<file path="config.mk">
export PLATFORM = sky130hd
export DESIGN_NAME = can_link_recovery_supervisor
export DESIGN_NICKNAME = d
export VERILOG_FILES = /design/src/design/can_lrs_pkg.sv /design/src/design/can_lrs_decide.sv /design/src/design/can_link_recovery_supervisor.sv
export SDC_FILE = /design/constraint.sdc
export NUM_CORES = 1
export LEC_CHECK = 0
export BUFFER_PORTS_ARGS = -buffer_cell sky130_fd_sc_hd__buf_4
export CORE_UTILIZATION = 55
export CTS_BUF_LIST = sky130_fd_sc_hd__clkbuf_4 sky130_fd_sc_hd__clkbuf_8
export DETAILED_ROUTE_END_ITERATION = 6
export PLACE_DENSITY = 0.74
export SLEW_MARGIN = 0
export SYNTH_ARGS = -nofsm -noshare
export SYNTH_HDL_FRONTEND = slang
export SYNTH_SLANG_ARGS = --single-unit
</file>
<file path="constraint.sdc">
create_clock -name aclk -period 15.96 [get_ports aclk]
set_input_delay 2.394 -clock aclk [delete_from_list [all_inputs] [get_ports aclk]]
set_output_delay 2.394 -clock aclk [all_outputs]
set_load 0.005 [all_outputs]
</file>
<file path="src/design/can_lrs_pkg.sv">
// Shared types, constants and register codes of the CAN link recovery supervisor.
package can_lrs_pkg;

    localparam int COUNT_WIDTH = 16;
    localparam int TIME_W      = 32;
    localparam int FLAGS_W     = 8;
    localparam int POLL_W      = 16;
    localparam int SILENCE_W   = 22;
    localparam int THRESH_W    = 8;
    localparam int STEP_W      = 14;
    localparam int WAIT_W      = 14;
    localparam int RCOUNT_W    = 16;
    localparam int ACTION_W    = 3;
    localparam int CFG_INDEX_W = 2;
    localparam int CFG_DATA_W  = 22;
    localparam int DIFF_W      = (COUNT_WIDTH + 1 > STEP_W) ? COUNT_WIDTH + 1 : STEP_W;

    localparam int S_TDATA_W = 80;
    localparam int M_TDATA_W = 40;

    localparam logic [FLAGS_W-1:0] FLAG_BUS_OFF  = 8'h20;
    localparam logic [FLAGS_W-1:0] FLAG_ERR_PASS = 8'h10;
    localparam logic [FLAGS_W-1:0] FLAG_OVERFLOW = 8'hC0;

    localparam logic [WAIT_W-1:0] BACKOFF_CAP = 14'd15000;
    localparam logic [WAIT_W-1:0] FAIL_WAIT   = 14'd500;
    localparam int                DECAY_SHIFT = 1;

    localparam logic [POLL_W-1:0]    POLL_PERIOD_RST = 16'd100;
    localparam logic [SILENCE_W-1:0] SILENCE_RST     = 22'd2000;
    localparam logic [THRESH_W-1:0]  THRESH_RST      = 8'd3;
    localparam logic [STEP_W-1:0]    STEP_RST        = 14'd1000;

    typedef enum logic [ACTION_W-1:0] {
        ACT_HEALTHY   = 3'd0,
        ACT_CLEAR_OVF = 3'd1,
        ACT_REINIT    = 3'd2,
        ACT_HELD_OFF  = 3'd3,
        ACT_RECOVERED = 3'd4,
        ACT_FAILED    = 3'd5
    } action_t;

    typedef enum logic [CFG_INDEX_W-1:0] {
        REG_POLL_PERIOD = 2'd0,
        REG_SILENCE     = 2'd1,
        REG_THRESH      = 2'd2,
        REG_STEP        = 2'd3
    } cfg_index_t;

    typedef struct packed {
        logic [POLL_W-1:0]    poll_interval_ms;
        logic [SILENCE_W-1:0] silence_timeout_ms;
        logic [THRESH_W-1:0]  resets_before_backoff;
        logic [STEP_W-1:0]    backoff_step_ms;
    } cfg_t;

    typedef struct packed {
        logic               mode;
        logic [TIME_W-1:0]  now_ms;
        logic [TIME_W-1:0]  last_rx_ms;
        logic [FLAGS_W-1:0] error_flags;
        logic               reinit_ok;
    } item_t;

    typedef struct packed {
        action_t             action;
        logic [WAIT_W-1:0]   wait_ms;
        logic [RCOUNT_W-1:0] reset_count;
        logic                bus_off;
        logic                error_passive;
        logic                rx_silent;
    } result_t;

    typedef struct packed {
        logic [COUNT_WIDTH-1:0] reset_counter;
        logic [TIME_W-1:0]      last_attempt_ms;
    } sup_state_t;

endpackage

</file>
<file path="src/design/can_lrs_decide.sv">
// Per-word decision logic: classifies a poll or outcome and computes the next state.
module can_lrs_decide (
    input  can_lrs_pkg::item_t      item,
    input  can_lrs_pkg::cfg_t       cfg,
    input  can_lrs_pkg::sup_state_t state_cur,
    output can_lrs_pkg::sup_state_t state_next,
    output can_lrs_pkg::result_t    result
);

    logic [can_lrs_pkg::TIME_W-1:0]      age;
    logic [can_lrs_pkg::TIME_W-1:0]      since_attempt;
    logic [can_lrs_pkg::TIME_W-1:0]      timeout_ext;
    logic [can_lrs_pkg::TIME_W-1:0]      decay_lim;
    logic                                boff;
    logic                                epas;
    logic                                silent;
    logic                                overflow;
    logic                                held;
    logic [can_lrs_pkg::COUNT_WIDTH-1:0] cnt_inc;
    logic [can_lrs_pkg::DIFF_W-1:0]      diff;
    logic [can_lrs_pkg::STEP_W-1:0]      diff_clamp;
    logic [2*can_lrs_pkg::STEP_W-1:0]    product;
    logic [can_lrs_pkg::WAIT_W-1:0]      backoff;
    logic                                in_backoff;

    assign age           = item.now_ms - item.last_rx_ms;
    assign since_attempt = item.now_ms - state_cur.last_attempt_ms;
    assign timeout_ext   = can_lrs_pkg::TIME_W'(cfg.silence_timeout_ms);
    assign decay_lim     = timeout_ext >> can_lrs_pkg::DECAY_SHIFT;

    assign boff     = (item.error_flags & can_lrs_pkg::FLAG_BUS_OFF) != '0;
    assign epas     = (item.error_flags & can_lrs_pkg::FLAG_ERR_PASS) != '0;
    assign overflow = (item.error_flags & can_lrs_pkg::FLAG_OVERFLOW) != '0;
    assign silent   = (item.last_rx_ms != '0) ? (age > timeout_ext)
                                              : (item.now_ms > timeout_ext);
    assign held     = since_attempt < can_lrs_pkg::TIME_W'(cfg.poll_interval_ms);

    // saturating increment, then linear backoff with the cap
    assign cnt_inc    = (state_cur.reset_counter == '1) ? state_cur.reset_counter
                                                        : state_cur.reset_counter + 1'b1;
    assign in_backoff = can_lrs_pkg::DIFF_W'(cnt_inc)
                        >= can_lrs_pkg::DIFF_W'(cfg.resets_before_backoff);
    assign diff       = can_lrs_pkg::DIFF_W'(cnt_inc)
                        - can_lrs_pkg::DIFF_W'(cfg.resets_before_backoff)
                        + can_lrs_pkg::DIFF_W'(1);
    assign diff_clamp = (diff > can_lrs_pkg::DIFF_W'({can_lrs_pkg::STEP_W{1'b1}}))
                        ? '1 : diff[can_lrs_pkg::STEP_W-1:0];
    assign product    = (2*can_lrs_pkg::STEP_W)'(cfg.backoff_step_ms)
                        * (2*can_lrs_pkg::STEP_W)'(diff_clamp);
    assign backoff    = (product > (2*can_lrs_pkg::STEP_W)'(can_lrs_pkg::BACKOFF_CAP))
                        ? can_lrs_pkg::BACKOFF_CAP : product[can_lrs_pkg::WAIT_W-1:0];

    always_comb begin
        state_next           = state_cur;
        result.action        = can_lrs_pkg::ACT_HEALTHY;
        result.wait_ms       = '0;
        result.bus_off       = 1'b0;
        result.error_passive = 1'b0;
        result.rx_silent     = 1'b0;
        if (item.mode) begin
            if (item.reinit_ok) begin
                state_next.reset_counter = cnt_inc;
                result.action            = can_lrs_pkg::ACT_RECOVERED;
                result.wait_ms           = in_backoff ? backoff : '0;
            end else begin
                result.action  = can_lrs_pkg::ACT_FAILED;
                result.wait_ms = can_lrs_pkg::FAIL_WAIT;
            end
        end else begin
            result.bus_off       = boff;
            result.error_passive = epas;
            result.rx_silent     = silent;
            if (overflow) begin
                result.action = can_lrs_pkg::ACT_CLEAR_OVF;
            end else if (boff || epas || silent) begin
                if (held) begin
                    result.action = can_lrs_pkg::ACT_HELD_OFF;
                end else begin
                    result.action              = can_lrs_pkg::ACT_REINIT;
                    state_next.last_attempt_ms = item.now_ms;
                end
            end else begin
                if (state_cur.reset_counter != '0 && age < decay_lim) begin
                    state_next.reset_counter = state_cur.reset_counter - 1'b1;
                end
            end
        end
        result.reset_count = can_lrs_pkg::RCOUNT_W'(state_next.reset_counter);
    end

endmodule

</file>
<file path="src/design/can_link_recovery_supervisor.sv">
// Top level of the CAN link recovery supervisor: config registers, word pipeline, state.
//
// Usage: each input word is a poll (s_tuser = 0) or the outcome of a reinit
// the block asked for (s_tuser = 1). Every input word yields exactly one
// result word on the m_ side: the action to take, the extra wait, the
// progressive reset count and the flags seen in the poll.
// A word taken lands in the input register, and its result is loaded into
// the output register once that register is empty or being taken. Throughput
// is one word per cycle while m_tready stays high; the reset counter and the
// last attempt time are read and updated in the single decision stage, so
// back to back words see each other's effects.
// The input register frees whenever the output register is empty or being
// taken, so a stall on m_tready holds one result and one waiting input word;
// s_tready drops only when both are full.
// Reset (aresetn low, synchronous) empties both stages, clears the reset
// counter and the last attempt time, and loads the default register values.
// Configuration writes (cfg_wr_en, cfg_index, cfg_wdata) take effect at the
// next edge and are meant for idle periods.
module can_link_recovery_supervisor (
    input  logic                                aclk,
    input  logic                                aresetn,
    input  logic                                s_tvalid,
    output logic                                s_tready,
    // now_ms[31:0], last_rx_ms[63:32], error_flags[71:64], reinit_ok[72], zero fill
    input  logic [can_lrs_pkg::S_TDATA_W-1:0]   s_tdata,
    // mode[0]
    input  logic                                s_tuser,
    output logic                                m_tvalid,
    input  logic                                m_tready,
    // action[2:0], wait_ms[16:3], reset_count[32:17], bus_off[33],
    // error_passive[34], rx_silent[35], zero fill
    output logic [can_lrs_pkg::M_TDATA_W-1:0]   m_tdata,
    input  logic                                cfg_wr_en,
    input  logic [can_lrs_pkg::CFG_INDEX_W-1:0] cfg_index,
    input  logic [can_lrs_pkg::CFG_DATA_W-1:0]  cfg_wdata
);

    can_lrs_pkg::cfg_t       cfg_reg, cfg_next;
    can_lrs_pkg::sup_state_t state_reg, state_next, state_calc;
    can_lrs_pkg::item_t      item_reg, item_next;
    can_lrs_pkg::result_t    res_reg, res_next, res_calc;
    logic                    in_valid_reg, in_valid_next;
    logic                    out_valid_reg, out_valid_next;
    logic                    take_in;
    logic                    proc;

    assign proc     = in_valid_reg && (!out_valid_reg || m_tready);
    assign s_tready = !in_valid_reg || proc;
    assign take_in  = s_tvalid && s_tready;

    can_lrs_decide u_decide (
        .item      (item_reg),
        .cfg       (cfg_reg),
        .state_cur (state_reg),
        .state_next(state_calc),
        .result    (res_calc)
    );

    always_comb begin
        cfg_next = cfg_reg;
        if (cfg_wr_en) begin
            unique case (can_lrs_pkg::cfg_index_t'(cfg_index))
                can_lrs_pkg::REG_POLL_PERIOD:
                    cfg_next.poll_interval_ms = cfg_wdata[can_lrs_pkg::POLL_W-1:0];
                can_lrs_pkg::REG_SILENCE:
                    cfg_next.silence_timeout_ms = cfg_wdata[can_lrs_pkg::SILENCE_W-1:0];
                can_lrs_pkg::REG_THRESH:
                    cfg_next.resets_before_backoff = cfg_wdata[can_lrs_pkg::THRESH_W-1:0];
                can_lrs_pkg::REG_STEP:
                    cfg_next.backoff_step_ms = cfg_wdata[can_lrs_pkg::STEP_W-1:0];
                default: cfg_next = cfg_reg;
            endcase
        end
    end

    always_comb begin
        in_valid_next = in_valid_reg;
        if (take_in) begin
            in_valid_next = 1'b1;
        end else if (proc) begin
            in_valid_next = 1'b0;
        end
        out_valid_next = out_valid_reg;
        if (proc) begin
            out_valid_next = 1'b1;
        end else if (m_tready) begin
            out_valid_next = 1'b0;
        end
        state_next = proc ? state_calc : state_reg;
        res_next   = proc ? res_calc : res_reg;
        item_next  = item_reg;
        if (take_in) begin
            item_next.mode        = s_tuser;
            item_next.now_ms      = s_tdata[31:0];
            item_next.last_rx_ms  = s_tdata[63:32];
            item_next.error_flags = s_tdata[71:64];
            item_next.reinit_ok   = s_tdata[72];
        end
    end

    always_ff @(posedge aclk) begin
        if (!aresetn) begin
            in_valid_reg  <= 1'b0;
            out_valid_reg <= 1'b0;
            state_reg     <= '0;
            cfg_reg.poll_interval_ms      <= can_lrs_pkg::POLL_PERIOD_RST;
            cfg_reg.silence_timeout_ms    <= can_lrs_pkg::SILENCE_RST;
            cfg_reg.resets_before_backoff <= can_lrs_pkg::THRESH_RST;
            cfg_reg.backoff_step_ms       <= can_lrs_pkg::STEP_RST;
        end else begin
            in_valid_reg  <= in_valid_next;
            out_valid_reg <= out_valid_next;
            state_reg     <= state_next;
            cfg_reg       <= cfg_next;
        end
    end

    always_ff @(posedge aclk) begin
        item_reg <= item_next;
        res_reg  <= res_next;
    end

    assign m_tvalid = out_valid_reg;
    assign m_tdata  = can_lrs_pkg::M_TDATA_W'({res_reg.rx_silent, res_reg.error_passive,
                                                res_reg.bus_off, res_reg.reset_count,
                                                res_reg.wait_ms, res_reg.action});

    // outcome words carry no poll flags
    a_outcome_flags: assert property (@(posedge aclk) disable iff (!aresetn)
        out_valid_reg && (res_reg.action == can_lrs_pkg::ACT_RECOVERED ||
                          res_reg.action == can_lrs_pkg::ACT_FAILED)
        |-> !res_reg.bus_off && !res_reg.error_passive && !res_reg.rx_silent)
        else $error("poll flags set on an outcome word");

    // only recovered/failed words carry a wait
    a_wait_only_outcome: assert property (@(posedge aclk) disable iff (!aresetn)
        out_valid_reg && res_reg.wait_ms != '0
        |-> res_reg.action == can_lrs_pkg::ACT_RECOVERED ||
            res_reg.action == can_lrs_pkg::ACT_FAILED)
        else $error("nonzero wait on a poll word");

    // state moves only when a word is processed
    a_state_idle: assert property (@(posedge aclk) disable iff (!aresetn)
        !proc |=> $stable(state_reg))
        else $error("supervisor state changed without a word");

    // attempt time is stamped only by a reinit request
    a_attempt_stamp: assert property (@(posedge aclk) disable iff (!aresetn)
        proc && res_calc.action != can_lrs_pkg::ACT_REINIT
        |=> $stable(state_reg.last_attempt_ms))
        else $error("last attempt time moved without a reinit request");

endmodule

</file>
Yosys cells after proc, flatten, opt, wreduce, memory -nomap -nowiden
Index checks and enable logic that the tools add are counted.
Cells by class
  mux-type cells: 21
  magnitude comparators: 7
  add/sub/neg operators: 6
  reduce and logical (&&, ||, !) cells: 22
  equality and inequality tests: 4
  bitwise gates (word level): 5
  multipliers: 1
Operators by type and width (count)
  16-bit two-way mux: 5
  32-bit by 22-bit greater-than comparator with 1-bit output: 2
  32-bit two-way mux: 2
  32-bit subtractor: 2
  48-bit two-way mux: 1
  14-bit two-way mux: 3
  32-bit by 16-bit less-than comparator with 1-bit output: 1
  32-bit by 21-bit less-than comparator with 1-bit output: 1
  32-bit nonzero test: 1
  28-bit by 14-bit greater-than comparator with 1-bit output, second input constant: 1
  14-bit by 14-bit multiplier with 28-bit output: 1
  17-bit by 1-bit adder with 17-bit output, second input constant: 1
  17-bit by 14-bit greater-than comparator with 1-bit output, second input constant: 1
  16-bit by 8-bit subtractor with 17-bit output: 1
  16-bit by 1-bit adder with 16-bit output, second input constant: 1
  16-bit equality test, second input constant: 1
  16-bit by 8-bit >= comparator with 1-bit output: 1
  16-bit nonzero test: 1
  16-bit by 1-bit subtractor with 16-bit output, second input constant: 1
  15-bit two-way mux: 1
  2-bit AND reduction: 4
  8-bit nonzero test: 1
  1-bit two-way mux: 6
  3-bit two-way mux: 2
  other kinds (12): 24
Word-level totals
  register bits after elaboration: 220
  logic and storage cells: 87
  input bits: 110
  output and inout port bits: 42

Longest topological paths before layout
  depth in word-level cells: 12
  mapped depth: 48
  gate-level depth less buffers: 44

Modules after synthesis
Synthesis repeated with hierarchy kept, for this count alone.
Unflattened totals
  cells, all modules: 2643
  area, all modules: 23313.6 um2
By module, submodules not included
  can_lrs_decide: area an instance 15860.2 um2, instances 1, cells each 2077, seq. area each 0.0 um2
  can_link_recovery_supervisor: area an instance 7453.4 um2, instances 1, cells each 566, seq. area each 5505.3 um2

Least setup slack after synthesis
OpenSTA, ideal clock, no wires.
  path kind: register to register
  start point: reg state_reg[37] in the netlist's numbering
  end point: reg res_reg (netlist bit m_tdata[7]), data pin
  setup time: 0.273 ns
  path buffers: 5
  data arrival time: 10.459 ns
  path slack: 5.228 ns
  cell stages (with the launch flop): 48
  period minus slack after synthesis: 10.732 ns
  data required time: 15.687 ns
  cell sequence: dfxtp_1 > buf_4 > and4_1 > nand4_2 > nor2_1 > nor3_1 > and3_1 > xnor2_1 > inv_1 > fa_1 > o21ba_2 > or2_2 > and3_1 > a221oi_4 > o211ai_2 > a2111oi_2 > a311o_1 > buf_4 > [12 not listed] > inv_1 > fa_1 > inv_1 > fa_1 > inv_1 > ha_1 > o21ai_0 > a2111oi_0 > o31ai_1 > a21boi_0 > o2111ai_1 > a21oi_1 > o2111ai_1 > nor4_1 > o21ai_0 > nand2_1 > buf_2 > a31oi_1
Between the ends
  cells in the longest elaborated chain, start to end: 11
  elaborated cells between the ends (all ways): 13
  those cells by class: 3 x add/sub; 1 x mul; 3 x order compare; 1 x eq/ne; 5 x mux
RTL lines
  start: declaration: RTL line can_link_recovery_supervisor.sv:39  | can_lrs_pkg::sup_state_t state_reg, state_next, state_calc;
  start signal: assignment: RTL line can_link_recovery_supervisor.sv:113  | state_reg <= state_next;
  16-bit by 1-bit adder with 16-bit output / 16-bit equality test (equally long branches): RTL line can_lrs_decide.sv:40, can_lrs_decide.sv:39
  16-bit two-way mux *: RTL line can_lrs_decide.sv:39  | assign cnt_inc = (state_cur.reset_counter == '1) ? state_cur.reset_counter
  16-bit by 8-bit subtractor with 17-bit output: RTL line can_lrs_decide.sv:44  | - can_lrs_pkg::DIFF_W'(cfg.resets_before_backoff)
  17-bit by 1-bit adder with 17-bit output: RTL line can_lrs_decide.sv:45  | + can_lrs_pkg::DIFF_W'(1);
  17-bit by 14-bit greater-than comparator with 1-bit output: RTL line can_lrs_decide.sv:46  | assign diff_clamp = (diff > can_lrs_pkg::DIFF_W'({can_lrs_pkg::STEP_W{1'b1}}))
  14-bit two-way mux: RTL line can_lrs_decide.sv:47  | ? '1 : diff[can_lrs_pkg::STEP_W-1:0];
  14-bit by 14-bit multiplier with 28-bit output: RTL line can_lrs_decide.sv:49  | * (2*can_lrs_pkg::STEP_W)'(diff_clamp);
  28-bit by 14-bit greater-than comparator with 1-bit output: RTL line can_lrs_decide.sv:50  | assign backoff = (product > (2*can_lrs_pkg::STEP_W)'(can_lrs_pkg::BACKOFF_CAP))
  14-bit two-way mux: RTL line can_lrs_decide.sv:51  | ? can_lrs_pkg::BACKOFF_CAP : product[can_lrs_pkg::WAIT_W-1:0];
  14-bit two-way mux *: RTL line can_lrs_decide.sv:64  | result.wait_ms = in_backoff ? backoff : '0;
  15-bit two-way mux *: RTL line can_lrs_decide.sv:61  | if (item.reinit_ok) begin
  end signal: assignment: RTL line can_link_recovery_supervisor.sv:120  | res_reg <= res_next;
  end: declaration: RTL line can_link_recovery_supervisor.sv:41  | can_lrs_pkg::result_t res_reg, res_next, res_calc;
Every way passes the cells marked *; elsewhere a longest branch is shown, timed or not.
A chain may end at the register's enable or synchronous reset.

Worst setup path after layout
  start point: reg state_reg[34] in the netlist's numbering
  end point: reg res_reg (netlist bit m_tdata[13]), data pin
Between the ends
  cells in the longest elaborated chain, start to end: 9
  elaborated cells between the ends (all ways): 12
  those cells by class: 3 x add/sub; 1 x mul; 3 x order compare; 1 x eq/ne; 2 x mux; 1 x bitwise; 1 x reduce/logical
RTL lines (RTL line)
  16-bit by 1-bit adder with 16-bit output / 16-bit equality test (equally long branches): can_lrs_decide.sv:40, can_lrs_decide.sv:39
  16-bit two-way mux *: can_lrs_decide.sv:39
  16-bit by 8-bit subtractor with 17-bit output: can_lrs_decide.sv:44
  17-bit by 1-bit adder with 17-bit output: can_lrs_decide.sv:45
  17-bit by 14-bit greater-than comparator with 1-bit output: can_lrs_decide.sv:46
  14-bit two-way mux: can_lrs_decide.sv:47
  14-bit by 14-bit multiplier with 28-bit output: can_lrs_decide.sv:49
  28-bit by 14-bit greater-than comparator with 1-bit output: can_lrs_decide.sv:50
  4-bit OR reduction (no source line)
Marks and branches as above.

==> impl_metrics.json <==
{
  "fin_ws_ns": 2.72,
  "die_h_um": 205,
  "setup-violations-final": 0,
  "cts_sinks": 216,
  "synth-edff-count": 106,
  "cts_root_buf": "clkbuf_8",
  "ir_drop_mv": 0.279,
  "cts_tree": "yes",
  "drtIter0Drc": 1056,
  "synthCells": 2632,
  "hold_path_class": "register to register",
  "start_kind": "register",
  "total_power_w": 0.00420,
  "cts_resized": 0,
  "crit_slowest_cell": "nor4_1",
  "grt.total_usage": 0.286,
  "regToRegSetupSlack_ns": 2.72,
  "clkLatencyLatePin_ns": 0.61,
  "crit_path_end_kind": "register",
  "yosysMostFrequentCell": "nand2_1",
  "path_class": "register to register",
  "clockBufferDepth": 3,
  "setup_tns_ns": 0,
  "grt_max_degree": 80,
  "htreeDepth": 2,
  "power_leakage_nw": 11.0,
  "power_density_mw_per_mm2": 170,
  "cap_violations": 0,
  "io-pin-count": 152,
  "fmax_mhz": 75.5,
  "synthArstFlopShare": 0,
  "cp.arrival_ns": 13.66,
  "synth.area.top_cells": "ha_1, edfxtp_1, fa_1, dfxtp_1, nand2_1",
  "rsz0062_at_grt": "no",
  "postCtsHoldBufs": 0,
  "antenna_found_initial": 1,
  "grt_remaining_overflow": 0,
  "synth_area_per_cell_um2": 8.57,
  "first_pass_iters": 6,
  "crit_required_ns": 16.38,
  "yosys_warnings": 0,
  "gp_congestion": 0.934,
  "synth.distinct_cells": 98,
  "core_mm2": 0.0401,
  "routedWlPerCell_um": 18.0,
  "outcome": "finished, final reports clean",
  "dp_slack_ns": 2.94,
  "finalHoldViolations": 0,
  "largest_reg_flops": 70,
  "cp_common_cell": "fa_1",
  "cp_num_buf_inv": 6,
  "vias": 19200,
  "slew_viol_final": 0,
  "fin_nets": 3234,
  "drt_wl_total_um": 59000,
  "cts_buffers": 40,
  "syn-cell-area_mm2": 0.0226,
  "path_clk_slew_ns": 0.06,
  "ys_top_cells_by_count": "nand2_1, inv_1, ha_1, a21oi_1, fa_1",
  "hpwl_um": 46700,
  "yosysSeqAreaShare": 0.239,
  "cp_slowest_stage_delay_ns": 0.86,
  "die_x_um": 205,
  "synth-main-ff-cell": "dfxtp_1",
  "max_slew_margin": 0.227,
  "drc": 0,
  "syn_to_final_growth_pct": 9.67,
  "tightest_slew_ns": 1.16,
  "grt_pass1_vias": 19100,
  "yosys_register_bits": 216,
  "synth_top_area_share": 0.146,
  "post-route-min-period_ns": 13.24,
  "crit_family": "simple AND/OR/NAND/NOR gates",
  "fin_skew_ns": 0.0367,
  "yosys.area.top_type": "ha_1",
  "rows": 73,
  "vias_per_cell": 5.88,
  "port_buffers": 136,
  "post-cts-setup-buffers": 0,
  "worstPathMaxFanout": 18,
  "start_util": 0.563,
  "dieArea_mm2": 0.0418,
  "drive_gt1_frac": 0.0932,
  "ant_nets": 0,
  "grt_pass1_wl_um": 95200,
  "timing.final.crit_share": 0.830
}
[cells by family (layout without fill, tap and decap cells)]
logic type,count (synthesis),count (layout),share of synthesized area
other,1,5,0.000166
AND/OR/NAND/NOR,883,883,0.194
AO/OA/AOI/OAI,568,568,0.164
multiplexers,46,46,0.0209
adder cells (fa/ha/maj),410,410,0.276
buffers and inverters,427,538,0.0741
flip-flops,216,216,0.239
XOR/XNOR,81,81,0.0315
[metrics by stage]
| step | utilization | instances | area [µm²] | hold WS [ns] |
|---|---|---|---|---|
| 2_1_floorplan | - | 2635 | 22600 | 0.434 |
| 3_3_place_gp | 0.595 | 3197 | 23800 | 0.442 |
| 3_5_place_dp | 0.595 | 3197 | 23800 | 0.449 |
| 4_1_cts | 0.617 | 3271 | 24700 | 0.457 |
| 5_1_grt | 0.617 | 3271 | 24700 | 0.476 |
| 6_report | 0.617 | 3272 | 24700 | 0.455 |
[placed cells by master, fill, tap and decap left out, types with 47 or more instances in the layout]
| master | synthesis | layout |
|---|---|---|
| nand3_1 | 47 | 47 |
| xnor2_1 | 51 | 51 |
| dfxtp_1 | 110 | 110 |
| nor2b_1 | 47 | 47 |
| nand2_1 | 367 | 367 |
| o21ai_0 | 114 | 114 |
| inv_1 | 320 | 318 |
| edfxtp_1 | 106 | 106 |
| a21o_1 | 52 | 52 |
| a21oi_1 | 179 | 179 |
| ha_1 | 263 | 263 |
| nor2_1 | 104 | 104 |
| buf_4 | 7 | 143 |
| and2_1 | 89 | 88 |
| fa_1 | 147 | 147 |
[power breakdown]
group	leakage [nW]	internal [W]	switching, W
logic	8.63	0.00124	0.00172
registers	1.92	0.000609	0.0000273
clock network	0.463	0.000347	0.000259
total	11.0	0.00219	0.00200
[final timing paths]
check             cells after the start      endpoint          start
setup / recovery                     39   m_tdata[13]  state_reg[34]
hold / removal                        2  state_reg[5]   state_reg[5]
setup reg to reg                     39   m_tdata[13]  state_reg[34]
hold reg to reg                       2  state_reg[5]   state_reg[5]
[routing by layer]
metal  track usage  routed length [µm]  part of all wire  up-vias
met5             0                   0                 0        -
met4         0.129                2640             0.045        0
met3        0.0379                3120             0.053      157
met2         0.506               29200              0.50      608
met1         0.343               24000              0.41     9219
li1              -                   -                 -     9256
[area by class of cell]
class | instances | area [µm²]
antenna | 1 | 2.50
clock buffer | 50 | 638
clock inverter | 24 | 251
fill | 3421 | 15400
inverter | 321 | 1200
multi-input combinational | 1992 | 15500
sequential | 216 | 5390
tap | 525 | 657
timing repair buffer | 143 | 1070
[worst register-to-register path: cells and delay by family (launching register included)]
family	cells	cell delay [ns]
adder cells (fa/ha/maj)	8	3.99
AND/OR/NAND/NOR	12	4.45
AO/OA/AOI/OAI	11	3.09
XOR/XNOR	1	0.19
flip-flops	1	0.64
multiplexers	1	0.29
buffers and inverters	6	0.42
(Power assumes the default switching activity.)
